<file path="src/hw/rtl/msd_pkg.sv">
// ----------------------------------------------------------------------------
// msd_pkg
// Shared types and constants for the three-axis spring-damper stepper.
// ----------------------------------------------------------------------------
package msd_pkg;

   localparam int unsigned POS_W  = 32;   // Q8.24 positions and drive terms
   localparam int unsigned COEF_W = 32;   // Q2.30 coefficients
   localparam int unsigned ADDR_W = 3;

   // register indexes on the csr port
   typedef enum logic [ADDR_W-1:0] {
      REG_COEF_A_RELAXED = 3'd0,
      REG_COEF_B_RELAXED = 3'd1,
      REG_COEF_A_DRIVEN  = 3'd2,
      REG_COEF_B_DRIVEN  = 3'd3,
      REG_DRIVE_X        = 3'd4,
      REG_DRIVE_Y        = 3'd5,
      REG_DRIVE_Z        = 3'd6
   } reg_index_type;

   localparam logic [COEF_W-1:0] COEF_A_RELAXED_RST = 32'd2028179001;
   localparam logic [COEF_W-1:0] COEF_B_RELAXED_RST = 32'd978298106;
   localparam logic [COEF_W-1:0] COEF_A_DRIVEN_RST  = 32'd1837291566;
   localparam logic [COEF_W-1:0] COEF_B_DRIVEN_RST  = 32'd787410671;
   localparam logic [POS_W-1:0]  DRIVE_X_RST        = 32'd0;
   localparam logic [POS_W-1:0]  DRIVE_Y_RST        = 32'd372827;
   localparam logic [POS_W-1:0]  DRIVE_Z_RST        = 32'd0;

   // coefficients and drive terms chosen for the item in the work stage
   typedef struct packed {
      logic signed [COEF_W-1:0] coef_a;
      logic signed [COEF_W-1:0] coef_b;
      logic signed [POS_W-1:0]  drive_x;
      logic signed [POS_W-1:0]  drive_y;
      logic signed [POS_W-1:0]  drive_z;
      logic                     driven;
   } step_ctrl_type;

endpackage

</file>
<file path="src/hw/rtl/msd_csr.sv">
// ----------------------------------------------------------------------------
// msd_csr
// Coefficient and drive registers, and per-tick coefficient pair selection.
// ----------------------------------------------------------------------------
module msd_csr
   import msd_pkg::*;
(
   input  logic                clock,
   input  logic                reset,
   input  logic                wr_en,
   input  logic [ADDR_W-1:0]   wr_addr,
   input  logic [31:0]         wr_data,
   input  logic                force_on,
   output step_ctrl_type       ctrl
);

   logic [COEF_W-1:0] coef_a_rel_ff, coef_b_rel_ff, coef_a_drv_ff, coef_b_drv_ff;
   logic [POS_W-1:0]  drive_x_ff, drive_y_ff, drive_z_ff;
   logic              any_drive;

   always_ff @(posedge clock) begin
      if (reset) begin
         coef_a_rel_ff <= COEF_A_RELAXED_RST;
         coef_b_rel_ff <= COEF_B_RELAXED_RST;
         coef_a_drv_ff <= COEF_A_DRIVEN_RST;
         coef_b_drv_ff <= COEF_B_DRIVEN_RST;
         drive_x_ff    <= DRIVE_X_RST;
         drive_y_ff    <= DRIVE_Y_RST;
         drive_z_ff    <= DRIVE_Z_RST;
      end else if (wr_en) begin
         case (wr_addr)
            REG_COEF_A_RELAXED: coef_a_rel_ff <= wr_data;
            REG_COEF_B_RELAXED: coef_b_rel_ff <= wr_data;
            REG_COEF_A_DRIVEN:  coef_a_drv_ff <= wr_data;
            REG_COEF_B_DRIVEN:  coef_b_drv_ff <= wr_data;
            REG_DRIVE_X:        drive_x_ff    <= wr_data;
            REG_DRIVE_Y:        drive_y_ff    <= wr_data;
            REG_DRIVE_Z:        drive_z_ff    <= wr_data;
            default: ;          // unmapped index: dropped
         endcase
      end
   end

   assign any_drive = (drive_x_ff != '0) || (drive_y_ff != '0) || (drive_z_ff != '0);

   always_comb begin
      ctrl.driven  = force_on && any_drive;
      ctrl.coef_a  = ctrl.driven ? coef_a_drv_ff : coef_a_rel_ff;
      ctrl.coef_b  = ctrl.driven ? coef_b_drv_ff : coef_b_rel_ff;
      // drive terms only count while the force is held
      ctrl.drive_x = force_on ? drive_x_ff : '0;
      ctrl.drive_y = force_on ? drive_y_ff : '0;
      ctrl.drive_z = force_on ? drive_z_ff : '0;
   end

endmodule

</file>
<file path="config.mk">
export PLATFORM = sky130hd
export DESIGN_NAME = msd_csr
export DESIGN_NICKNAME = d
export VERILOG_FILES = /design/src/hw/rtl/msd_pkg.sv /design/src/hw/rtl/msd_csr.sv
export SDC_FILE = /design/constraint.sdc
export NUM_CORES = 1
export LEC_CHECK = 0
export ABC_CLOCK_PERIOD_IN_PS = 5490
export BUFFER_PORTS_ARGS = -buffer_cell sky130_fd_sc_hd__buf_2
export CORE_MARGIN = 2
export CORE_UTILIZATION = 30
export CTS_BUF_LIST = sky130_fd_sc_hd__clkbuf_8
export CTS_CLUSTER_DIAMETER = 120
export DETAILED_ROUTE_END_ITERATION = 8
export GPL_ROUTABILITY_DRIVEN = 0
export GPL_TIMING_DRIVEN = 1
export PLACE_DENSITY = 0.6
export SKIP_LAST_GASP = 1
export SYNTH_ARGS = -nofsm -noshare
export SYNTH_HDL_FRONTEND = slang
export SYNTH_SLANG_ARGS = --single-unit
</file>
<file path="constraint.sdc">
create_clock -name clock -period 5.49 [get_ports clock]
set_input_delay 0.549 -clock clock [delete_from_list [all_inputs] [get_ports clock]]
set_output_delay 0.549 -clock clock [all_outputs]
set_load 0.02 [all_outputs]
</file>
==> metrics.md, run 1 <==
| Metric | Value |
|---|---|
| Diodes inserted | 0 |
| Net count after synthesis | between 1000 and 1500 |
| Flop pwr share | 46.1% |
| Worst-Skew Late Latency | 0.52 ns |
| Die area | 0.03309 mm² |
| Min-delay src | wr_data[26] |
| Critical setup path kind | reg2out |
| DR DRC count | 0 |
| Crit Reg-Reg Startpoint | drive_z_ff[28] |
| HPWL after DPL | ~22000 µm |
| Combinational fraction of design power | 9.3% |
| Setup TNS | 0 ns |
| Crit-path max cell delay | between 0.6 and 0.7 ns |
| Mapped cell area | 0.009497 mm² |
| Fill cells | 3247 |
| Slowest stage cell, crit path | buf_4 |
| Post-synthesis sequential area ratio | 47.22% |
| Core box area | 0.03139 mm² |
| Clk pwr share | 44.6% |
| Die width | 181.9 µm |
| Worst Hold Depth | 3 |
| CTS Hold Buffers Added | 0 |
| Port Buffers | 199 |
| Flop and latch count out of synthesis | 224 |
| Post-layout min period | ~4.3 ns |
| Final Max Slew Viols | 0 |
| Internal | 2.739 mW |
| Total Routing Usage GR | 19.34% |
| H-tree Lvls | 2 |
| Worst-path cell chain | nor4_1 -> nand4_1 -> or4_1 -> o31ai_4 -> buf_4 -> mux2_2 -> buf_2 |
| Largest net degree at the start of global routing | about 160 |
| Crit Reg-Reg Endpoint | drive_z_ff[28] |
| Synthesized instance count | between 1000 and 1500 |
| Critical path fanouts, max | 65 |
| CTS tree | built |
| Clock transition at path regs | roughly 0.060 ns |
| Post-detailed-route count of antenna-violating nets | 0 |
| Sw power | between 0.9 and 1 mW |
| Final setup vio count | 0 |
| Peak Freq | 232.5 MHz |
| Initial antenna violation count | 0 |
| Area grow syn2layout | 22.53% |
| Design Area, Final | 0.01164 mm² |
| Clock Skew | 0 ns |
| Reg-to-reg slack, setup | between 4 and 5 ns |
| Max Cap Viol | 0 |
| Avg Cell Area, Syn | ~7.9 µm² |
| RSZ-0062 raised after global routing | false |
| Vias | 8684 |
| Slew headroom | approximately 25% |
| CP Launch Type | register |
| Arrival time worst endpoint | about 3.8 ns |
| CTS max path bufs | 3 |
| Root buf cell | clkbuf_8 |
| CP delay by family, top | simple AND/OR/NAND/NOR gates |
| Nets | 1406 |
| Cell depth of the worst flop-to-flop path | 2 |
| First-pass GRT wire length | 49390 µm |
| Worst Hold Class | in2reg |
| Post-CTS Setup Inserts | 0 |
| Placed Area | 0.01079 mm² |
| Proportion of layout cells with a drive suffix above 1 | a little over a fifth |
| Initial Utilization | 30.25% |
| Pre-Repair DR Iteration Count | 8 |
| Status | finished, final reports clean |
| Wire per inst | between 15 and 20 µm |
| Leak Pwr | just under 5 nW |
| Net Sw Frac | 25.78% |
| Vias in the first global route | slightly above 8000 |
| Worst Hold Path EP | coef_b_rel_ff[26] |
| Period utilisation layout | 78.33% |
| Clock sink count | 224 |
| Yosys synthesis warning count | 0 |
| Fin. Hold Viols | 0 |
| CP Capture Type | primary output |
| Power per Cell Area | approximately 320 mW/mm² |
| CP required | 4.94 ns |
| VDD IR-drop max | about 0.23 mV |
| I/O pin cnt | 200 |
| Synth cell types | 23 |
| Die Y | 181.9 µm |
| Drt via density | 4.835 |
| Initial DRC Count | 681 |
| Crit path buf inv count | 2 |
| Total global routing overflow | 0 |
| Resized Gates After CTS | 0 |
| Worst slew pin tran | between 1 and 1.5 ns |
| # rows | between 60 and 70 |
| Final WL | about 33000 µm |
| TritonCTS buffer count | 40 |
[sequential cells by signal, summed over array words and instances, names as in the netlist]
signal and count:
coef_a_drv_ff 32, coef_a_rel_ff 32, coef_b_drv_ff 32, coef_b_rel_ff 32, drive_x_ff 32, drive_y_ff 32, drive_z_ff 32
[final cells by class]
cell class / instances / area, µm² / area share [%]
clock buffer: 50 / 688.2 / 5.914
clock inverter: 19 / 156.4 / 1.344
inverter: 1 / 3.754 / 0.03226
multi-input combinational: 886 / 4686 / 40.27
sequential: 224 / 4484 / 38.54
tap: 402 / 503.0 / 4.323
timing repair buffer: 214 / 1115 / 9.581
[kinds of logic after synthesis]
| kind of cell | share of synthesized area [%] |
|---|---|
| buffers and inverters | 3.847 |
| and+or+nand+nor | 33.78 |
| DFF | 47.22 |
| muxes | 7.589 |
| AOI/OAI and AO/OA | 7.563 |
[worst max path at each step]
stage,to,depth (start not counted),startpoint
after floorplan,ctrl[100],7,drive_y_ff[29]
after global routing,ctrl[137],7,drive_x_ff[2]
final,ctrl[134],7,drive_x_ff[2]
after CTS,ctrl[134],7,drive_x_ff[2]
after global placement,ctrl[141],7,drive_x_ff[2]
after detailed placement,ctrl[141],7,drive_x_ff[2]
[tightest hold or removal path: stages]
cell and delay [ns]:
buf_2 0.17, nand2_1 0.08, a21oi_1 0.06
[per-stage QoR]
step                      util (%)  hold slack, ns  cells  total power, mW  setup WS, ns
after floorplan                  -          0.4319   1196            1.933         2.784
final                        37.07          0.3839   1796            3.691         1.190
after global routing         37.07          0.3482   1796            3.843         1.016
after global placement       34.38          0.4419   1727            2.075         1.723
after CTS                    37.07          0.3398   1796            3.731         1.120
after detailed placement     34.38          0.4464   1727            2.081         1.690
[cell usage after synthesis]
library cell	instances	area (µm²)
mux2_1	49	551.8
o31ai_2	1	12.51
inv_1	1	3.750
clkbuf_1	77	289.0
buf_2	1	5.000
buf_6	5	56.30
and3_1	1	6.260
nand2b_1	3	18.77
nand3b_1	83	623.1
and2_1	96	600.6
nand4_1	6	37.54
dfxtp_1	224	4484
or4_1	1	7.510
buf_4	1	7.510
buf_1	1	3.750
nor2b_1	3	18.77
nor3_1	2	10.01
nand2_1	452	1697
mux2_2	15	168.9
nand3_1	4	20.02
a21oi_1	141	705.7
nor2_1	5	18.77
nor4_1	24	150.1
[power groups by stage]
stage | clock [mW] | sequential (mW) | combinational (mW)
5_1_grt | 1.76 | 1.70 | 0.375
3_5_place_dp | 0 | 1.74 | 0.346
3_3_place_gp | 0 | 1.74 | 0.339
4_1_cts | 1.68 | 1.70 | 0.347
2_1_floorplan | 0 | 1.72 | 0.211
6_report | 1.65 | 1.70 | 0.343
[placed cells by master, fill, tap and decap left out, drive strengths merged]
| master | n |
|---|---|
| a21oi | 141 |
| and2 | 96 |
| and3 | 1 |
| buf | 214 |
| bufinv | 3 |
| clkbuf | 50 |
| clkinv | 5 |
| dfxtp | 224 |
| inv | 12 |
| mux2 | 64 |
| nand2 | 452 |
| nand2b | 3 |
| nand3 | 4 |
| nand3b | 83 |
| nand4 | 6 |
| nor2 | 5 |
| nor2b | 3 |
| nor3 | 2 |
| nor4 | 24 |
| o31ai | 1 |
| or4 | 1 |
[layer usage]
metal / vias to the layer above / global-route usage (%) / share of wire, %
li1: 4251 / - / -
met1: 4058 / 28.21 / 48
met2: 321 / 28.78 / 43
met3: 54 / 3.971 / 7.1
met4: 0 / 5.387 / 2.2
met5: - / 0 / 0
(Power assumes the default switching activity.)
==> inputs of run 2 (changes only) <==
--- a/config.mk
+++ b/config.mk
@@ -5,7 +5,8 @@
 export SDC_FILE = /design/constraint.sdc
 export NUM_CORES = 1
 export LEC_CHECK = 0
-export ABC_CLOCK_PERIOD_IN_PS = 5490
+export ABC_AREA = 1
+export ABC_CLOCK_PERIOD_IN_PS = 3450
 export BUFFER_PORTS_ARGS = -buffer_cell sky130_fd_sc_hd__buf_2
 export CORE_MARGIN = 2
 export CORE_UTILIZATION = 30
@@ -14,7 +15,7 @@
 export DETAILED_ROUTE_END_ITERATION = 8
 export GPL_ROUTABILITY_DRIVEN = 0
 export GPL_TIMING_DRIVEN = 1
-export PLACE_DENSITY = 0.6
+export PLACE_DENSITY = 0.62
 export SKIP_LAST_GASP = 1
 export SYNTH_ARGS = -nofsm -noshare
 export SYNTH_HDL_FRONTEND = slang
==> constraint.sdc (replaced) <==
create_clock -name clock -period 3.45 [get_ports clock]
set_input_delay 0.345 -clock clock [delete_from_list [all_inputs] [get_ports clock]]
set_output_delay 0.345 -clock clock [all_outputs]
set_load 0.02 [all_outputs]
==> run 2 against run 1 <==
  * Via count is 15% higher
  * Clock skew stayed put
  * Critical path depth is 4 higher
  * Core utilization is 0.47 points lower
  * Synthesized cell count is 26% higher
  * Flip-flop and latch count stayed put
  * Total power is 61% higher
  * Die area is 2.6% higher
  * Count of clock-buffer cells in the layout is 5 higher
  * Sequential share of layout area is 0.59 points lower
  * Routed wire length is 9.5% higher
  * Critical path type unchanged
  * Critical endpoint is now ctrl[159]
==> metrics.md, run 2 <==
| Metric | Value |
|---|---|
| CTS tree | built (unchanged) |
| Clock Skew | 0 ns (unchanged) |
| Final WL | 35760 µm (was 32660 µm) |
| Status | finished, final reports clean (unchanged) |
| CP required | 3.11 ns (was 4.94 ns) |
| Die Y | 184.3 µm (was 181.9 µm) |
| CTS Hold Buffers Added | 0 (unchanged) |
| Worst Hold Class | in2reg (unchanged) |
| Peak Freq | 309.8 MHz |
| Worst setup margin | 0.2220 ns (was 1.190 ns) |
| Initial antenna violation count | 3 (was 0) |
| Mapped cell area | 0.009752 mm² (was 0.009497 mm²) |
| Wire per inst | 16.77 µm (was 18.18 µm) |
| Pre-Repair DR Iteration Count | 8 (unchanged) |
| Post-layout min period | 3.228 ns |
| Design Area, Final | 0.01182 mm² (was 0.01164 mm²) |
| Finished Layout Cells | 2132 (was 1796) |
| CTS max path bufs | 3 (unchanged) |
| Slowest stage cell, crit path | nand2_2 (was buf_4) |
| Placed Cells | 2057 (was 1727) |
| Commonest non-fill, non-tap cells in the layout | 439 x nand2_1, 332 x nor2_1, 224 x dfxtp_1 (was 452 x nand2_1, 224 x dfxtp_1, 198 x buf_2) |
| Port Buffers | 199 (unchanged) |
| Hold_ws | 0.1796 ns (was 0.3839 ns) |
| Synth area leaders | dfxtp_1 46%, nand2_1 17%, nor2_1 13%, nand3_1 7.6%, o21ai_0 6.6% (was dfxtp_1 47%, nand2_1 18%, a21oi_1 7.4%, nand3b_1 6.6%, and2_1 6.3%) |
| Synth area leader | dfxtp_1 (unchanged) |
| DR DRC count | 0 (unchanged) |
| Nets | 1697 (was 1406) |
| Die width | 184.3 µm (was 181.9 µm) |
| HPWL after DPL | 22450 µm (was 21760 µm) |
| Final setup vio count | 0 (unchanged) |
| Setup TNS | 0 ns (unchanged) |
| Total global routing overflow | 0 (unchanged) |
| Flop and latch count out of synthesis | 224 (unchanged) |
| Initial Utilization | 30.20% (was 30.25%) |
| Pre-CTS WS | 0.7719 ns (was 1.690 ns) |
| Power per Cell Area | 502.4 mW/mm² (was 317.2 mW/mm²) |
| Crit-path max cell delay | 0.40 ns (was 0.69 ns) |
| TritonCTS buffer count | 41 (was 40) |
| Total Routing Usage GR | 20.52% (was 19.34%) |
| VDD IR-drop max | 0.2038 mV (was 0.2261 mV) |
| Area grow syn2layout | 21.18% (was 22.53%) |
| Top sig layer | met4 (unchanged) |
| Top cell type's share of synthesized area | 45.98% (was 47.22%) |
| Synth cell count leaders | 440 x nand2_1, 333 x nor2_1, 224 x dfxtp_1, 149 x nand3_1, 129 x o21ai_0 (was 452 x nand2_1, 224 x dfxtp_1, 141 x a21oi_1, 96 x and2_1, 83 x nand3b_1) |
| Clock transition at path regs | 0.06 ns (about the same) |
| Period utilisation layout | 93.56% |
| Placed Area | 0.01098 mm² (was 0.01079 mm²) |
| Post-synth EDFFs | 0 (unchanged) |
| H-tree Lvls | 2 (unchanged) |
| Fill cells | 3536 (was 3247) |
| Initial DRC Count | 945 (was 681) |
| Most frequent CP cell | nand2_1 |
| Max Cap Viol | 0 (unchanged) |
| Synth cell types | 15 (was 23) |
| Crit path buf inv count | 2 (unchanged) |
| Core box area | 0.03229 mm² (was 0.03139 mm²) |
| Post-CTS Setup Inserts | 0 (unchanged) |
| Yosys synthesis warning count | 0 (unchanged) |
| Proportion of layout cells with a drive suffix above 1 | 16.54% (was 21.16%) |
| Arrival time worst endpoint | 2.88 ns (was 3.75 ns) |
| Vias in the first global route | 9022 (was 8166) |
| Leak Pwr | 6.711 nW (was 4.932 nW) |
| Resized Gates After CTS | 0 (unchanged) |
| First-pass GRT wire length | 53050 µm (was 49390 µm) |
| Register area | 0.004484 mm² (unchanged) |
| Worst-Skew Late Latency | 0.53 ns (was 0.52 ns) |
| Synthesized instance count | 1501 (was 1196) |
| Commonest non-fill, non-tap cell in the layout | nand2_1 (unchanged) |
| I/O pin cnt | 200 (unchanged) |
| Metal2 WL | 15390 µm (was 13930 µm) |
| Reg-to-reg slack, setup | 2.74 ns (was 4.75 ns) |
| Primary FF master, synth | dfxtp_1 (unchanged) |
| Worst-path cell chain | nor2_1 -> nand2_1 -> nor2_1 -> nand2_1 -> nor2_1 -> nand3_2 -> nand2_2 -> buf_12 -> nand2_1 -> nand2_1 -> buf_2 (was nor4_1 -> nand4_1 -> or4_1 -> o31ai_4 -> buf_4 -> mux2_2 -> buf_2) |
| Multi-input logic area | 0.004388 mm² (was 0.004686 mm²) |
| Root buf cell | clkbuf_8 (unchanged) |
| Net count after synthesis | 1540 (was 1235) |
| Largest net degree at the start of global routing | 161 (was 157) |
| Critical path fanouts, max | 45 (was 65) |
| Worst slew pin tran | 1.198 ns (was 1.132 ns) |
| Post-synthesis sequential area ratio | 45.98% (was 47.22%) |
| Fraction of registers with async set/reset | 0% (unchanged) |
| Avg Cell Area, Syn | 6.497 µm² (was 7.940 µm²) |
| CP Launch Type | register (unchanged) |
| Clock sink count | 224 (unchanged) |
| Post-detailed-route count of antenna-violating nets | 0 (unchanged) |
| # rows | 66 (was 65) |
| Critical setup path kind | reg2out (unchanged) |
| Drt via density | 4.694 (was 4.835) |
| CP delay by family, top | simple AND/OR/NAND/NOR gates (unchanged) |
| Top-count cell post-synth | nand2_1 (unchanged) |
| Vias | 10010 (was 8684) |
| CP Capture Type | primary output (unchanged) |
| Slew headroom | 20.06% (was 24.53%) |
| Die area | 0.03396 mm² (was 0.03309 mm²) |
| RSZ-0062 raised after global routing | false (unchanged) |
| Final Max Slew Viols | 0 (unchanged) |
| WL met1 | 15810 µm (was 15700 µm) |
| Met3 wire len | 2790 µm (was 2313 µm) |
| Fin. Hold Viols | 0 (unchanged) |
-- run 2: cell count changes after synthesis, sizes merged, moves of 13 or more --
cell | previous run | this run
buf | 8 | 34
mux2 | 64 | 0
nand3 | 4 | 149
nand3b | 83 | 0
inv | 1 | 111
nor2 | 5 | 337
nor4 | 24 | 0
and2 | 96 | 0
clkbuf | 77 | 64
a21oi | 141 | 9
o21ai | 0 | 132
-- run 2: power breakdown --
part,leakage [nW],internal [mW],switching (mW),total [mW]
combinational,4.41,0.187,0.494,0.681
sequential,1.82,2.68,0.0549,2.73
clock,0.477,1.41,1.11,2.52
total,6.71,4.28,1.66,5.94
-- run 2: worst paths after layout --
path | endpoint | start | cells past startpoint
max reg2reg | drive_z_ff[1] | drive_z_ff[1] | 2
max | ctrl[159] | drive_z_ff[25] | 11
min | coef_b_drv_ff[31] | wr_data[31] | 3
min reg2reg | coef_b_rel_ff[4] | coef_b_rel_ff[4] | 2
-- run 2: worst min-delay path, stage by stage --
cell and delay (ns):
buf_2 0.17, nand2_1 0.09, a21oi_1 0.05
-- run 2: layer usage --
layer	GRT usage, %	vias to the layer above
li1	-	4945
met1	27.80	4552
met2	30.88	434
met3	4.327	77
met4	10.14	0
met5	0	-
-- run 2: through the flow --
stage	utilization (%)	power (mW)
floorplan	-	3.178
global placement	34.01	3.465
detailed placement	34.01	3.471
CTS	36.58	6.002
global route	36.58	6.200
finish	36.60	5.937
-- run 2: cell families (layout without fill, tap and decap cells) --
group / after synthesis / count (layout) / synth area share [%]
buf+inv: 210 / 396 / 9.122
simple gates: 926 / 926 / 37.66
compound gates: 141 / 141 / 7.236
other cells: 0 / 3 / 0
flops: 224 / 224 / 45.98
-- run 2: area by class of cell --
cell class,count,share of cell area (%)
Timing Repair Buffer,212,9.592
Multi-Input combinational cell,1067,37.13
Antenna cell,3,0.06353
Clock inverter,17,0.6035
Clock buffer,55,6.405
Inverter,112,3.579
Sequential cell,224,37.95
Tap cell,442,4.680
